### src/dgsr_pkg.sv
// ---------------------------------------------------------------------------
// dgsr_pkg
// shared types and constants of the dual gamepad shift reader
// ---------------------------------------------------------------------------
`default_nettype none

package dgsr_pkg;

  localparam int unsigned IDLE_W     = 16;
  localparam int unsigned PULSE_W    = 4;
  localparam int unsigned PAD_W      = 8;
  localparam int unsigned PAD_IDX_W  = 3;
  localparam int unsigned CFG_IDX_W  = 2;
  localparam int unsigned CFG_DATA_W = 16;
  localparam int unsigned IN_DATA_W  = 8;
  localparam int unsigned OUT_DATA_W = 24;

  typedef logic [CFG_IDX_W-1:0] cfg_idx_t;

  // register indexes
  localparam cfg_idx_t CFG_POLL_INTERVAL = 2'd0;
  localparam cfg_idx_t CFG_PULSE_HIGH    = 2'd1;
  localparam cfg_idx_t CFG_PULSE_LOW     = 2'd2;

  // reset values of the registers
  localparam logic [IDLE_W-1:0]  POLL_INTERVAL_RST = 16'd580;
  localparam logic [PULSE_W-1:0] PULSE_HIGH_RST    = 4'd3;
  localparam logic [PULSE_W-1:0] PULSE_LOW_RST     = 4'd1;

  typedef struct packed {
    logic [PAD_W-1:0] pad_two;
    logic [PAD_W-1:0] pad_one;
    logic             clock_drive;
    logic             latch_drive;
  } out_word_t;

endpackage

`default_nettype wire

### src/dual_gamepad_shift_reader_unit.sv
// ---------------------------------------------------------------------------
// dual_gamepad_shift_reader_unit
// latch/clock sequencer that reads two serial gamepads, one tick per transfer
// ---------------------------------------------------------------------------
// usage
//   - every input transfer is one timing tick carrying both pad data levels;
//     each tick yields exactly one output transfer with the latch and clock
//     line levels, plus both button bytes and report flag on a scan's end
//   - the idle counter runs up to poll_interval, then a scan pulses latch,
//     samples both lines on the first tick of each clock-high phase and
//     pulses clock, for BUTTON_BITS positions
//   - the result shows in the cycle after its input transfer; one tick is
//     taken every cycle while out_tready holds, set by the single output register
//   - when the receiver stalls, the result waits in the output register and
//     in_tready drops until it is taken; state only advances on accepted ticks
//   - reset restores register defaults (580, 3, 1), clears the counters and
//     button bytes and empties the output register
//   - cfg_ready is always high; a write at an unused index is dropped
// ---------------------------------------------------------------------------
`default_nettype none

module dual_gamepad_shift_reader_unit
  import dgsr_pkg::*;
#(
  parameter int unsigned BUTTON_BITS = 8
) (
  input  wire logic                  clk,
  input  wire logic                  rst_n,
  // tdata: [0] data_one_level, [1] data_two_level, [7:2] zero
  input  wire logic                  in_tvalid,
  output      logic                  in_tready,
  input  wire logic [IN_DATA_W-1:0]  in_tdata,
  // tdata: [0] latch_drive, [1] clock_drive, [9:2] pad_one_buttons,
  //        [17:10] pad_two_buttons, [23:18] zero
  output      logic                  out_tvalid,
  input  wire logic                  out_tready,
  output      logic [OUT_DATA_W-1:0] out_tdata,
  // tuser: [0] report_valid
  output      logic                  out_tuser,
  input  wire logic                  cfg_valid,
  output      logic                  cfg_ready,
  input  wire logic [CFG_IDX_W-1:0]  cfg_index,
  input  wire logic [CFG_DATA_W-1:0] cfg_data
);

  localparam int unsigned BIT_W = 4;

  typedef enum logic [2:0] {
    PH_IDLE     = 3'd0,
    PH_LATCH_HI = 3'd1,
    PH_LATCH_LO = 3'd2,
    PH_CLK_HI   = 3'd3,
    PH_CLK_LO   = 3'd4
  } phase_t;

  // configuration
  logic [IDLE_W-1:0]  poll_interval_r;
  logic [PULSE_W-1:0] pulse_high_r;
  logic [PULSE_W-1:0] pulse_low_r;

  // scan state
  phase_t             phase_r, phase_nxt;
  logic [IDLE_W-1:0]  idle_cnt_r, idle_cnt_nxt;
  logic [BIT_W-1:0]   bit_pos_r, bit_pos_nxt;
  logic [PULSE_W-1:0] ticks_r, ticks_nxt;
  logic [PAD_W-1:0]   pad_one_r, pad_one_nxt;
  logic [PAD_W-1:0]   pad_two_r, pad_two_nxt;

  // output register
  logic               out_valid_r;
  out_word_t          out_word_r, out_word_nxt;
  logic               report_r, report_nxt;

  logic               tick;
  logic               d_one, d_two;
  logic [PULSE_W:0]   ticks_inc;
  logic               high_done, low_done;
  logic [BIT_W:0]     bit_next;

  assign in_tready = !out_valid_r || out_tready;
  assign tick      = in_tvalid && in_tready;
  assign cfg_ready = 1'b1;

  assign d_one = in_tdata[0];
  assign d_two = in_tdata[1];

  // a programmed length of zero behaves as one tick
  assign ticks_inc = {1'b0, ticks_r} + {{PULSE_W{1'b0}}, 1'b1};
  assign high_done = ticks_inc >= {1'b0, pulse_high_r};
  assign low_done  = ticks_inc >= {1'b0, pulse_low_r};
  assign bit_next  = {1'b0, bit_pos_r} + {{BIT_W{1'b0}}, 1'b1};

  always_comb begin
    phase_nxt    = phase_r;
    idle_cnt_nxt = idle_cnt_r;
    bit_pos_nxt  = bit_pos_r;
    ticks_nxt    = ticks_r;
    pad_one_nxt  = pad_one_r;
    pad_two_nxt  = pad_two_r;
    out_word_nxt = '0;
    report_nxt   = 1'b0;

    case (phase_r)
      PH_LATCH_HI: begin
        out_word_nxt.latch_drive = 1'b1;
        if (high_done) begin
          phase_nxt = PH_LATCH_LO;
          ticks_nxt = '0;
        end else begin
          ticks_nxt = ticks_inc[PULSE_W-1:0];
        end
      end
      PH_LATCH_LO: begin
        if (low_done) begin
          phase_nxt = PH_CLK_HI;
          ticks_nxt = '0;
        end else begin
          ticks_nxt = ticks_inc[PULSE_W-1:0];
        end
      end
      PH_CLK_HI: begin
        out_word_nxt.clock_drive = 1'b1;
        // sample on the first tick; positions past the byte set nothing
        if (ticks_r == '0 && bit_pos_r < BIT_W'(PAD_W)) begin
          pad_one_nxt[bit_pos_r[PAD_IDX_W-1:0]] = pad_one_r[bit_pos_r[PAD_IDX_W-1:0]] | !d_one;
          pad_two_nxt[bit_pos_r[PAD_IDX_W-1:0]] = pad_two_r[bit_pos_r[PAD_IDX_W-1:0]] | !d_two;
        end
        if (high_done) begin
          phase_nxt = PH_CLK_LO;
          ticks_nxt = '0;
        end else begin
          ticks_nxt = ticks_inc[PULSE_W-1:0];
        end
      end
      PH_CLK_LO: begin
        if (low_done) begin
          ticks_nxt = '0;
          if (bit_next >= (BIT_W+1)'(BUTTON_BITS)) begin
            report_nxt           = 1'b1;
            out_word_nxt.pad_one = pad_one_r;
            out_word_nxt.pad_two = pad_two_r;
            phase_nxt            = PH_IDLE;
            bit_pos_nxt          = '0;
            idle_cnt_nxt         = '0;
          end else begin
            bit_pos_nxt = bit_next[BIT_W-1:0];
            phase_nxt   = PH_CLK_HI;
          end
        end else begin
          ticks_nxt = ticks_inc[PULSE_W-1:0];
        end
      end
      default: begin
        // idle; the wrap tick still drives both lines low
        if (idle_cnt_r < poll_interval_r) begin
          idle_cnt_nxt = idle_cnt_r + IDLE_W'(1);
        end else begin
          idle_cnt_nxt = '0;
          pad_one_nxt  = '0;
          pad_two_nxt  = '0;
          bit_pos_nxt  = '0;
          ticks_nxt    = '0;
          phase_nxt    = PH_LATCH_HI;
        end
      end
    endcase
  end

  always_ff @(posedge clk) begin
    if (!rst_n) begin
      poll_interval_r <= POLL_INTERVAL_RST;
      pulse_high_r    <= PULSE_HIGH_RST;
      pulse_low_r     <= PULSE_LOW_RST;
      phase_r         <= PH_IDLE;
      idle_cnt_r      <= '0;
      bit_pos_r       <= '0;
      ticks_r         <= '0;
      pad_one_r       <= '0;
      pad_two_r       <= '0;
      out_valid_r     <= 1'b0;
    end else begin
      if (cfg_valid && cfg_ready) begin
        case (cfg_index)
          CFG_POLL_INTERVAL: poll_interval_r <= cfg_data;
          CFG_PULSE_HIGH:    pulse_high_r    <= cfg_data[PULSE_W-1:0];
          CFG_PULSE_LOW:     pulse_low_r     <= cfg_data[PULSE_W-1:0];
          default:           ;
        endcase
      end
      if (tick) begin
        phase_r    <= phase_nxt;
        idle_cnt_r <= idle_cnt_nxt;
        bit_pos_r  <= bit_pos_nxt;
        ticks_r    <= ticks_nxt;
        pad_one_r  <= pad_one_nxt;
        pad_two_r  <= pad_two_nxt;
      end
      if (tick) begin
        out_valid_r <= 1'b1;
      end else if (out_tready) begin
        out_valid_r <= 1'b0;
      end
    end
  end

  // result payload, no reset needed
  always_ff @(posedge clk) begin
    if (tick) begin
      out_word_r <= out_word_nxt;
      report_r   <= report_nxt;
    end
  end

  assign out_tvalid = out_valid_r;
  assign out_tdata  = {{(OUT_DATA_W - $bits(out_word_t)){1'b0}}, out_word_r};
  assign out_tuser  = report_r;

  // an accepted tick always leaves a result behind
  a_tick_gives_result: assert property (@(posedge clk) disable iff (!rst_n)
    tick |=> out_valid_r)
    else $error("accepted tick produced no result");

  // latch and clock are never driven high together
  a_lines_exclusive: assert property (@(posedge clk) disable iff (!rst_n)
    out_valid_r |-> !(out_word_r.latch_drive && out_word_r.clock_drive))
    else $error("latch and clock both high");

  // a report tick drives both lines low
  a_report_lines_low: assert property (@(posedge clk) disable iff (!rst_n)
    (out_valid_r && report_r) |-> (!out_word_r.latch_drive && !out_word_r.clock_drive))
    else $error("report while a line is high");

  // button bytes only shown with a report
  a_pads_zero: assert property (@(posedge clk) disable iff (!rst_n)
    (out_valid_r && !report_r) |-> (out_word_r.pad_one == '0 && out_word_r.pad_two == '0))
    else $error("button bytes without report");

  // the scan phase only moves on an accepted tick
  a_phase_holds: assert property (@(posedge clk) disable iff (!rst_n)
    (!tick && !$past(!rst_n)) |=> $stable(phase_r))
    else $error("phase moved without a tick");

endmodule

`default_nettype wire

### config.mk
export PLATFORM = sky130hd
export DESIGN_NAME = dual_gamepad_shift_reader_unit
export DESIGN_NICKNAME = d
export VERILOG_FILES = /design/src/dgsr_pkg.sv /design/src/dual_gamepad_shift_reader_unit.sv
export SDC_FILE = /design/constraint.sdc
export NUM_CORES = 1
export LEC_CHECK = 0
export BUFFER_PORTS_ARGS = -buffer_cell sky130_fd_sc_hd__buf_4
export CAP_MARGIN = 25
export CORE_ASPECT_RATIO = 0.8
export CORE_UTILIZATION = 53
export DETAILED_ROUTE_END_ITERATION = 7
export PLACE_DENSITY = 0.77
export SETUP_SLACK_MARGIN = 0.2
export SLEW_MARGIN = 30
export SYNTH_ARGS = -nofsm -noshare
export SYNTH_HDL_FRONTEND = slang
export SYNTH_SLANG_ARGS = --single-unit
### constraint.sdc
create_clock -name clk -period 2.3 [get_ports clk]
set_input_delay 0.46 -clock clk [delete_from_list [all_inputs] [get_ports clk]]
set_output_delay 0.46 -clock clk [all_outputs]
set_load 0.02 [all_outputs]
==> summary.txt, run 1 <==
Outcome
  – Status: finished with violations
  – Failing checks: setup timing

Clock tree
  – CTS clock-pin slew for the worst setup and hold paths: 0.09 ns
  – CTS Buf Count: 9
  – H-tree levels: 3
  – Longest Clk Path Bufs: 2
  – Worst-Skew Late Latency: 0.37 ns
  – Root Buffer: clkbuf_8
  – Clock sink count: 87
  – TritonCTS clock tree: done

Layout
  – Commonest non-fill, non-tap cell in the layout: buf_4
  – FILL cells: 551
  – # nets final: 691
  – Fin util: 76.10%
  – Layout area overhead: 37.40%
  – Number of diodes: 0
  – Share of post-route cells with drive strength above 1: 40.66%
  – Most frequent cells in the layout: buf_4, nand2_1, dfxtp_1

Global routing
  – Number of global-route vias before repair: 4,125
  – First-pass GRT wire length: 20.04 mm
  – Largest net degree at the start of global routing: 32
  – Total global-route track usage: 27.43%
  – Global route total overflow: 0
  – Initial antenna violation count: 0

STA
  – Min setup slack post-route: -0.09398 ns
  – Final Hold Viols: 0
  – Final Max Slew Viols: 0
  – Worst Max-Slew Pin Slew: 0.5227 ns
  – RSZ-0062 raised after global routing: true
  – Worst Skew: 0.01757 ns
  – Setup TNS: -1.677 ns
  – Final worst path period share: 104.1%
  – Final setup vio count: 35
  – Tmin final: 2.394 ns
  – Fmax: 417.7 MHz
  – Max-slew headroom: 65.08%

Logic synthesis
  – Register area share after synthesis: 40.58%
  – Mapped Cells: 531
  – Cell area after synthesis: 4761 sq um
  – Yosys top cell area share: 28.59%
  – EDFF count, synth: 19
  – Syn avg cell area: 8.966 sq um
  – Yosys Warn Count: 0
  – Post-synth top area cell: dfxtp_1
  – Ys async rst share: 0%
  – Synth Flop Type: dfxtp_1
  – Netlist cell types: 66
  – Flops & latches, synth: 87
  – Synth top area cells: dfxtp_1, edfxtp_1, ha_1

Floorplanning
  – Die height: 86.77 um
  – Starting density of the core: 55.39%
  – IO Count: 59
  – Die area: 9368 sq um
  – Die Wd: 108.0 um
  – Core ar.: 8596 sq um
  – Row count: 30

Power and ir drop
  – PwrDens: 462.8 nW/um^2
  – Peak VDD IR: 537.5 uV
  – Leakage: 0.002501 uW

Routing
  – WL final: 13.61 mm
  – DRC Markers: 0
  – First drt pass iteration count: 5
  – WL per Instance: 18.17 um
  – Via density: 5.953
  – Initial DRC count: 389
  – Via count: 4,459
  – Antenna Nets Post-Route: 0

Placement
  – Pre-CTS WS: -0.2376 ns
  – Routability cong.: 0.8810
  – DP HPWL: 8.112 mm
  – Port-buffer cells: 45

Worst setup path
  – CP startpoint kind: flip-flop
  – Worst endpoint required time: 2.54 ns
  – Crit path capture type: flip-flop
  – Max FO, Critical Path: 4
  – Worst Path Class, Setup: reg2reg
  – WP data arrival: 2.63 ns

Run
  – Max-cap violations: 0

Hold path
  – Hold Path Class: in2reg
-- cell families (layout without fill, tap and decap cells) --
logic type                 count (synthesis)  after routing  share of synthesized area (%)
and+or+nand+nor                          207            208                          24.07
AOI/OAI and AO/OA                        112            112                          15.69
DFF                                       87             87                          40.58
buffers and inverters                     66            166                          6.491
adders and majority gates                 28             28                          7.359
xor gates and xnor gates                  18             18                          3.311
muxes                                     11             11                          2.339
other                                      2              7                         0.1577
-- final timing paths --
| check | cells past startpoint | end | slack [ns] | from |
|---|---|---|---|---|
| worst max register to register | 11 | pad_one_r[4] | -0.09 | poll_interval_r[15] |
| worst max-delay path | 11 | pad_one_r[4] | -0.09 | poll_interval_r[15] |
| worst min-delay path | 3 | poll_interval_r[9] | 0.32 | cfg_data[9] |
| worst min register to register | 2 | poll_interval_r[8] | 0.47 | poll_interval_r[8] |
-- layer usage --
metal	track usage [%]	wire [um]	up-vias
met3	4.962	959	35
li1	-	-	2084
met5	0	0	-
met1	36.67	5635	2158
met2	45.28	6688	182
met4	7.970	326	0
-- where the power goes --
group	switching, uW	leakage [uW]	total (uW)	internal, uW
registers	18.4	0.000748	1610	1590
logic	189	0.00166	336	148
clock network	579	0.0000956	1080	503
total	786	0.00250	3030	2240
-- timing repair --
action	CTS	global route
pin swaps	68	23
buffers inserted	7	10
gates cloned	2	0
hold buffers	0	0
gates resized for setup	57	80
endpoints found under the setup margin	60	60
hold endpoints to repair	0	0
-- stage by stage --
step,std cells,total power (uW),hold WS (ns),cell area [sq um]
6_report,749,3027,0.3153,6541
5_1_grt,749,3126,0.3225,6541
4_1_cts,739,2997,0.3079,6102
3_5_place_dp,714,1916,0.4509,5573
3_3_place_gp,714,1908,0.4464,5573
2_1_floorplan,536,1804,0.4347,4838
-- area by class of cell --
cell class / instances / area, sq um / area share [%]
tap: 112 / 140.1 / 2.142
clock buffer: 9 / 123.9 / 1.894
multi-input combinational: 384 / 3128 / 47.82
sequential: 87 / 1964 / 30.03
inverter: 33 / 126.4 / 1.932
timing repair buffer: 117 / 985.9 / 15.07
clock inverter: 7 / 72.57 / 1.109
-- synth_stat cells (all sizes together) (9+ instances only) --
library cell / count
nand3: 15
xnor2: 17
clkbuf: 15
mux2i: 10
ha: 28
nand2: 59
o31ai: 13
or3: 9
nor3: 22
inv: 33
a21oi: 33
and2: 18
buf: 18
dfxtp: 68
nor2: 30
o21ai: 26
edfxtp: 19
-- critical path: stages, from the launching register on --
cell and delay, ns:
dfxtp_2 0.34, inv_2 0.05, ha_4 0.27, nand4_1 0.17, or3_4 0.46, nor3_4 0.18, buf_4 0.15, buf_6 0.08
buf_6 0.10, nor3_4 0.05, o311ai_1 0.29, o21ai_1 0.12
-- flip-flops by register name, indices dropped and copies added, names as in the netlist --
register         count
out_tdata           18
idle_cnt_r          16
poll_interval_r     16
pad_one_r            8
pad_two_r            8
bit_pos_r            4
pulse_high_r         4
pulse_low_r          4
ticks_r              4
phase_r              3
out_tuser            1
out_tvalid           1
No activity file was read; power rests on OpenSTA's default activity.
==> inputs of run 2 (changes only) <==
CELL_PAD_IN_SITES_DETAIL_PLACEMENT = 1   (was unset)
CELL_PAD_IN_SITES_GLOBAL_PLACEMENT = 1   (was unset)
CORE_UTILIZATION = 40   (was 53)
PLACE_DENSITY = unset   (was 0.77)
PLACE_DENSITY_LB_ADDON = 0.1   (was unset)
==> run 2 against run 1 <==
Effect of this change:
- the flow still finishes with violations (setup timing)
- via count is 4.1% lower
- maximum frequency is 2.0% lower
- sequential power hardly changed
- register-to-register slack worse by 0.05 ns
- count of clock-buffer cells in the layout is 1 higher
- utilization is 19 points lower
- flip-flop and latch count stayed put
- hold slack better by 0.036 ns
- worst setup slack worse by 0.049 ns
- sequential share of layout area is 0.65 points lower
- largest cell class unchanged
==> summary.txt, run 2 (synthesis results as in run 1) <==
Outcome
  – Status: finished with violations (unchanged)
  – Failing checks: setup timing (unchanged)

Worst setup path
  – Critical path buffers and inverters: 3 (was 4)
  – Worst-path cell with the longest stage delay: or4b_4 (was or3_4)
  – Worst endpoint required time: 2.58 ns (was 2.54 ns)
  – CP max stage delay: 0.48 ns (was 0.46 ns)
  – CP startpoint kind: flip-flop (unchanged)
  – RR Startpoint: poll_interval_r[15] (unchanged)
  – CP delay by family, top: simple AND/OR/NAND/NOR gates (unchanged)
  – Worst Path Class, Setup: reg2reg (unchanged)
  – Flop2flop setup slack: -0.14 ns (was -0.09 ns)
  – Max FO, Critical Path: 4 (unchanged)
  – Setup crit start: poll_interval_r[15] (unchanged)
  – Crit path capture type: flip-flop (unchanged)
  – WP data arrival: 2.72 ns (was 2.63 ns)
  – CP cell instances: inv_2 -> ha_4 -> nand4_1 -> buf_4 -> or3_4 -> nor3_4 -> o31ai_4 -> buf_6 -> or4b_4 -> a21oi_2 (was inv_2 -> ha_4 -> nand4_1 -> or3_4 -> nor3_4 -> buf_4 -> buf_6 -> buf_6 -> nor3_4 -> o311ai_1 -> o21ai_1)

Layout
  – Most frequent cells in the layout: buf_4, nand2_1, dfxtp_1 (unchanged)
  – Register area: 1952 sq um (was 1964 sq um)
  – Multi-input gate area in the final layout: 3085 sq um (was 3128 sq um)
  – Share of post-route cells with drive strength above 1: 38.40% (was 40.66%)
  – Largest register FFs: 18 (unchanged)
  – Number of diodes: 0 (unchanged)
  – Commonest non-fill, non-tap cell in the layout: buf_4 (unchanged)
  – Layout area overhead: 39.55% (was 37.40%)
  – Final std cells w/o fill: 786 (was 749)
  – Fin util: 57.47% (was 76.10%)
  – FILL cells: 1,294 (was 551)
  – # nets final: 692 (was 691)

Routing
  – DRC Markers: 0 (unchanged)
  – Antenna Nets Post-Route: 0 (unchanged)
  – First drt pass iteration count: 4 (was 5)
  – WL per Instance: 18.73 um (was 18.17 um)
  – Initial DRC count: 190 (was 389)
  – WL final: 14.72 mm (was 13.61 mm)
  – Via density: 5.441 (was 5.953)
  – Via count: 4,277 (was 4,459)

STA
  – Max-slew headroom: 57.64% (was 65.08%)
  – RSZ-0062 raised after global routing: true (unchanged)
  – Setup TNS: -2.200 ns (was -1.677 ns)
  – Final worst path period share: 106.2% (was 104.1%)
  – Final setup vio count: 34 (was 35)
  – Min setup slack post-route: -0.1428 ns (was -0.09398 ns)
  – Fmax: 409.4 MHz (was 417.7 MHz)
  – Tmin final: 2.443 ns (was 2.394 ns)
  – Final Max Slew Viols: 0 (unchanged)
  – Worst Skew: 0.007901 ns (was 0.01757 ns)
  – Final Hold Viols: 0 (unchanged)
  – Worst Max-Slew Pin Slew: 0.6287 ns (was 0.5227 ns)

Hold path
  – Hold Path Class: in2reg (unchanged)
  – Hold path start: cfg_data[9] (unchanged)

Run
  – Max-cap violations: 0 (unchanged)

Power and ir drop
  – Leakage: 0.002578 uW (was 0.002501 uW)
  – Sw Pwr: 834.6 uW (was 785.8 uW)
  – Switching fraction of total power: 23.74% (was 25.96%)
  – Peak VDD IR: 351.9 uV (was 537.5 uV)
  – Comb power frac: 9.3% (was 11.1%)
  – PwrDens: 529.1 nW/um^2 (was 462.8 nW/um^2)
  – Sequential Power Share: 45.8% (was 53.1%)
  – Internal power: 2681 uW (was 2241 uW)
  – Total power: 3515 uW (was 3027 uW)
  – Clock network power share: 44.9% (was 35.8%)

Clock tree
  – Worst-Skew Late Latency: 0.34 ns (was 0.37 ns)
  – Root Buffer: clkbuf_16 (was clkbuf_8)
  – H-tree levels: 3 (unchanged)
  – Clock sink count: 87 (unchanged)
  – Post-CTS Hold Buffers: 0 (unchanged)
  – CTS Buf Count: 9 (unchanged)
  – CTS clock-pin slew for the worst setup and hold paths: 0.07 ns (was 0.09 ns)
  – TritonCTS clock tree: done (unchanged)
  – Longest Clk Path Bufs: 2 (unchanged)

Placement
  – Port-buffer cells: 45 (unchanged)
  – Routability cong.: 0.8016 (was 0.8810)
  – DP HPWL: 9.663 mm (was 8.112 mm)
  – Placed Instances: 754 (was 714)

Global routing
  – Largest net degree at the start of global routing: 32 (unchanged)
  – Total global-route track usage: 24.13% (was 27.43%)
  – Number of global-route vias before repair: 4,391 (was 4,125)
  – Initial antenna violation count: 0 (unchanged)
  – First-pass GRT wire length: 22.74 mm (was 20.04 mm)
  – Global route total overflow: 0 (unchanged)

Floorplanning
  – Row count: 35 (was 30)
  – Die Wd: 124.0 um (was 108.0 um)
  – Core ar.: 11,560 sq um (was 8596 sq um)
  – IO Count: 59 (unchanged)
  – Die area: 12,350 sq um (was 9368 sq um)
  – Starting density of the core: 41.18% (was 55.39%)
  – Die height: 99.58 um (was 86.77 um)
-- run 2: cell count changes in the layout (fill, tap and decap cells not counted), sizes merged --
| cell | change |
|---|---|
| buf | +2 |
| bufinv | +1 |
| clkbuf | +1 |
| clkinvlp | -1 |
| inv | -1 |
| nor3 | -1 |
-- run 2: per-layer routing --
layer  vias up  track usage, %  routed length (um)
met2        65           40.13                7079
li1       2082               -                   -
met4         0           6.410                 233
met5         -               0                   0
met1      2113           32.17                6983
met3        17           4.071                 428
-- run 2: final timing paths --
path         cells after the start                  to
min reg2reg                      2  poll_interval_r[8]
max reg2reg                     10          phase_r[1]
min                              3  poll_interval_r[9]
max                             10          phase_r[1]
-- run 2: final cells by class --
cell class,count,share of cell area [%]
timing repair buffer,119,14.76
tap,148,2.787
inverter,33,1.902
clock buffer,10,3.446
clock inverter,6,1.281
multi-input combinational,383,46.44
sequential,87,29.38
-- run 2: timing repair --
action / 4_1_cts / 5_1_grt
cloned: 0 / 0
buffers inserted: 12 / 4
pin swaps: 51 / 15
gates resized for setup: 75 / 49
endpoints found under the setup margin: 60 / 60
-- run 2: worst register-to-register path, delay by kind of cell, from the launching register on --
family	cells	cell delay, ns
adder cells (fa/ha/maj)	1	0.27
flip-flops	1	0.34
AO/OA/AOI/OAI	2	0.22
buffers and inverters	3	0.34
AND/OR/NAND/NOR	4	1.21
-- run 2: power by group through the flow --
stage	clock network [uW]	logic (uW)	registers [uW]
2_1_floorplan	0	139	1660
3_3_place_gp	0	275	1640
3_5_place_dp	0	283	1640
4_1_cts	1590	312	1610
5_1_grt	1660	353	1610
6_report	1580	328	1610
-- run 2: metrics by stage --
step,hold WS [ns],cell area [sq um],setup WS [ns]
global placement,0.4468,5635,-0.2358
floorplan,0.4347,4838,0.05143
finish,0.3513,6644,-0.1428
detailed placement,0.4531,5635,-0.3766
global route,0.3623,6644,-0.2546
CTS,0.3483,6405,-0.1203
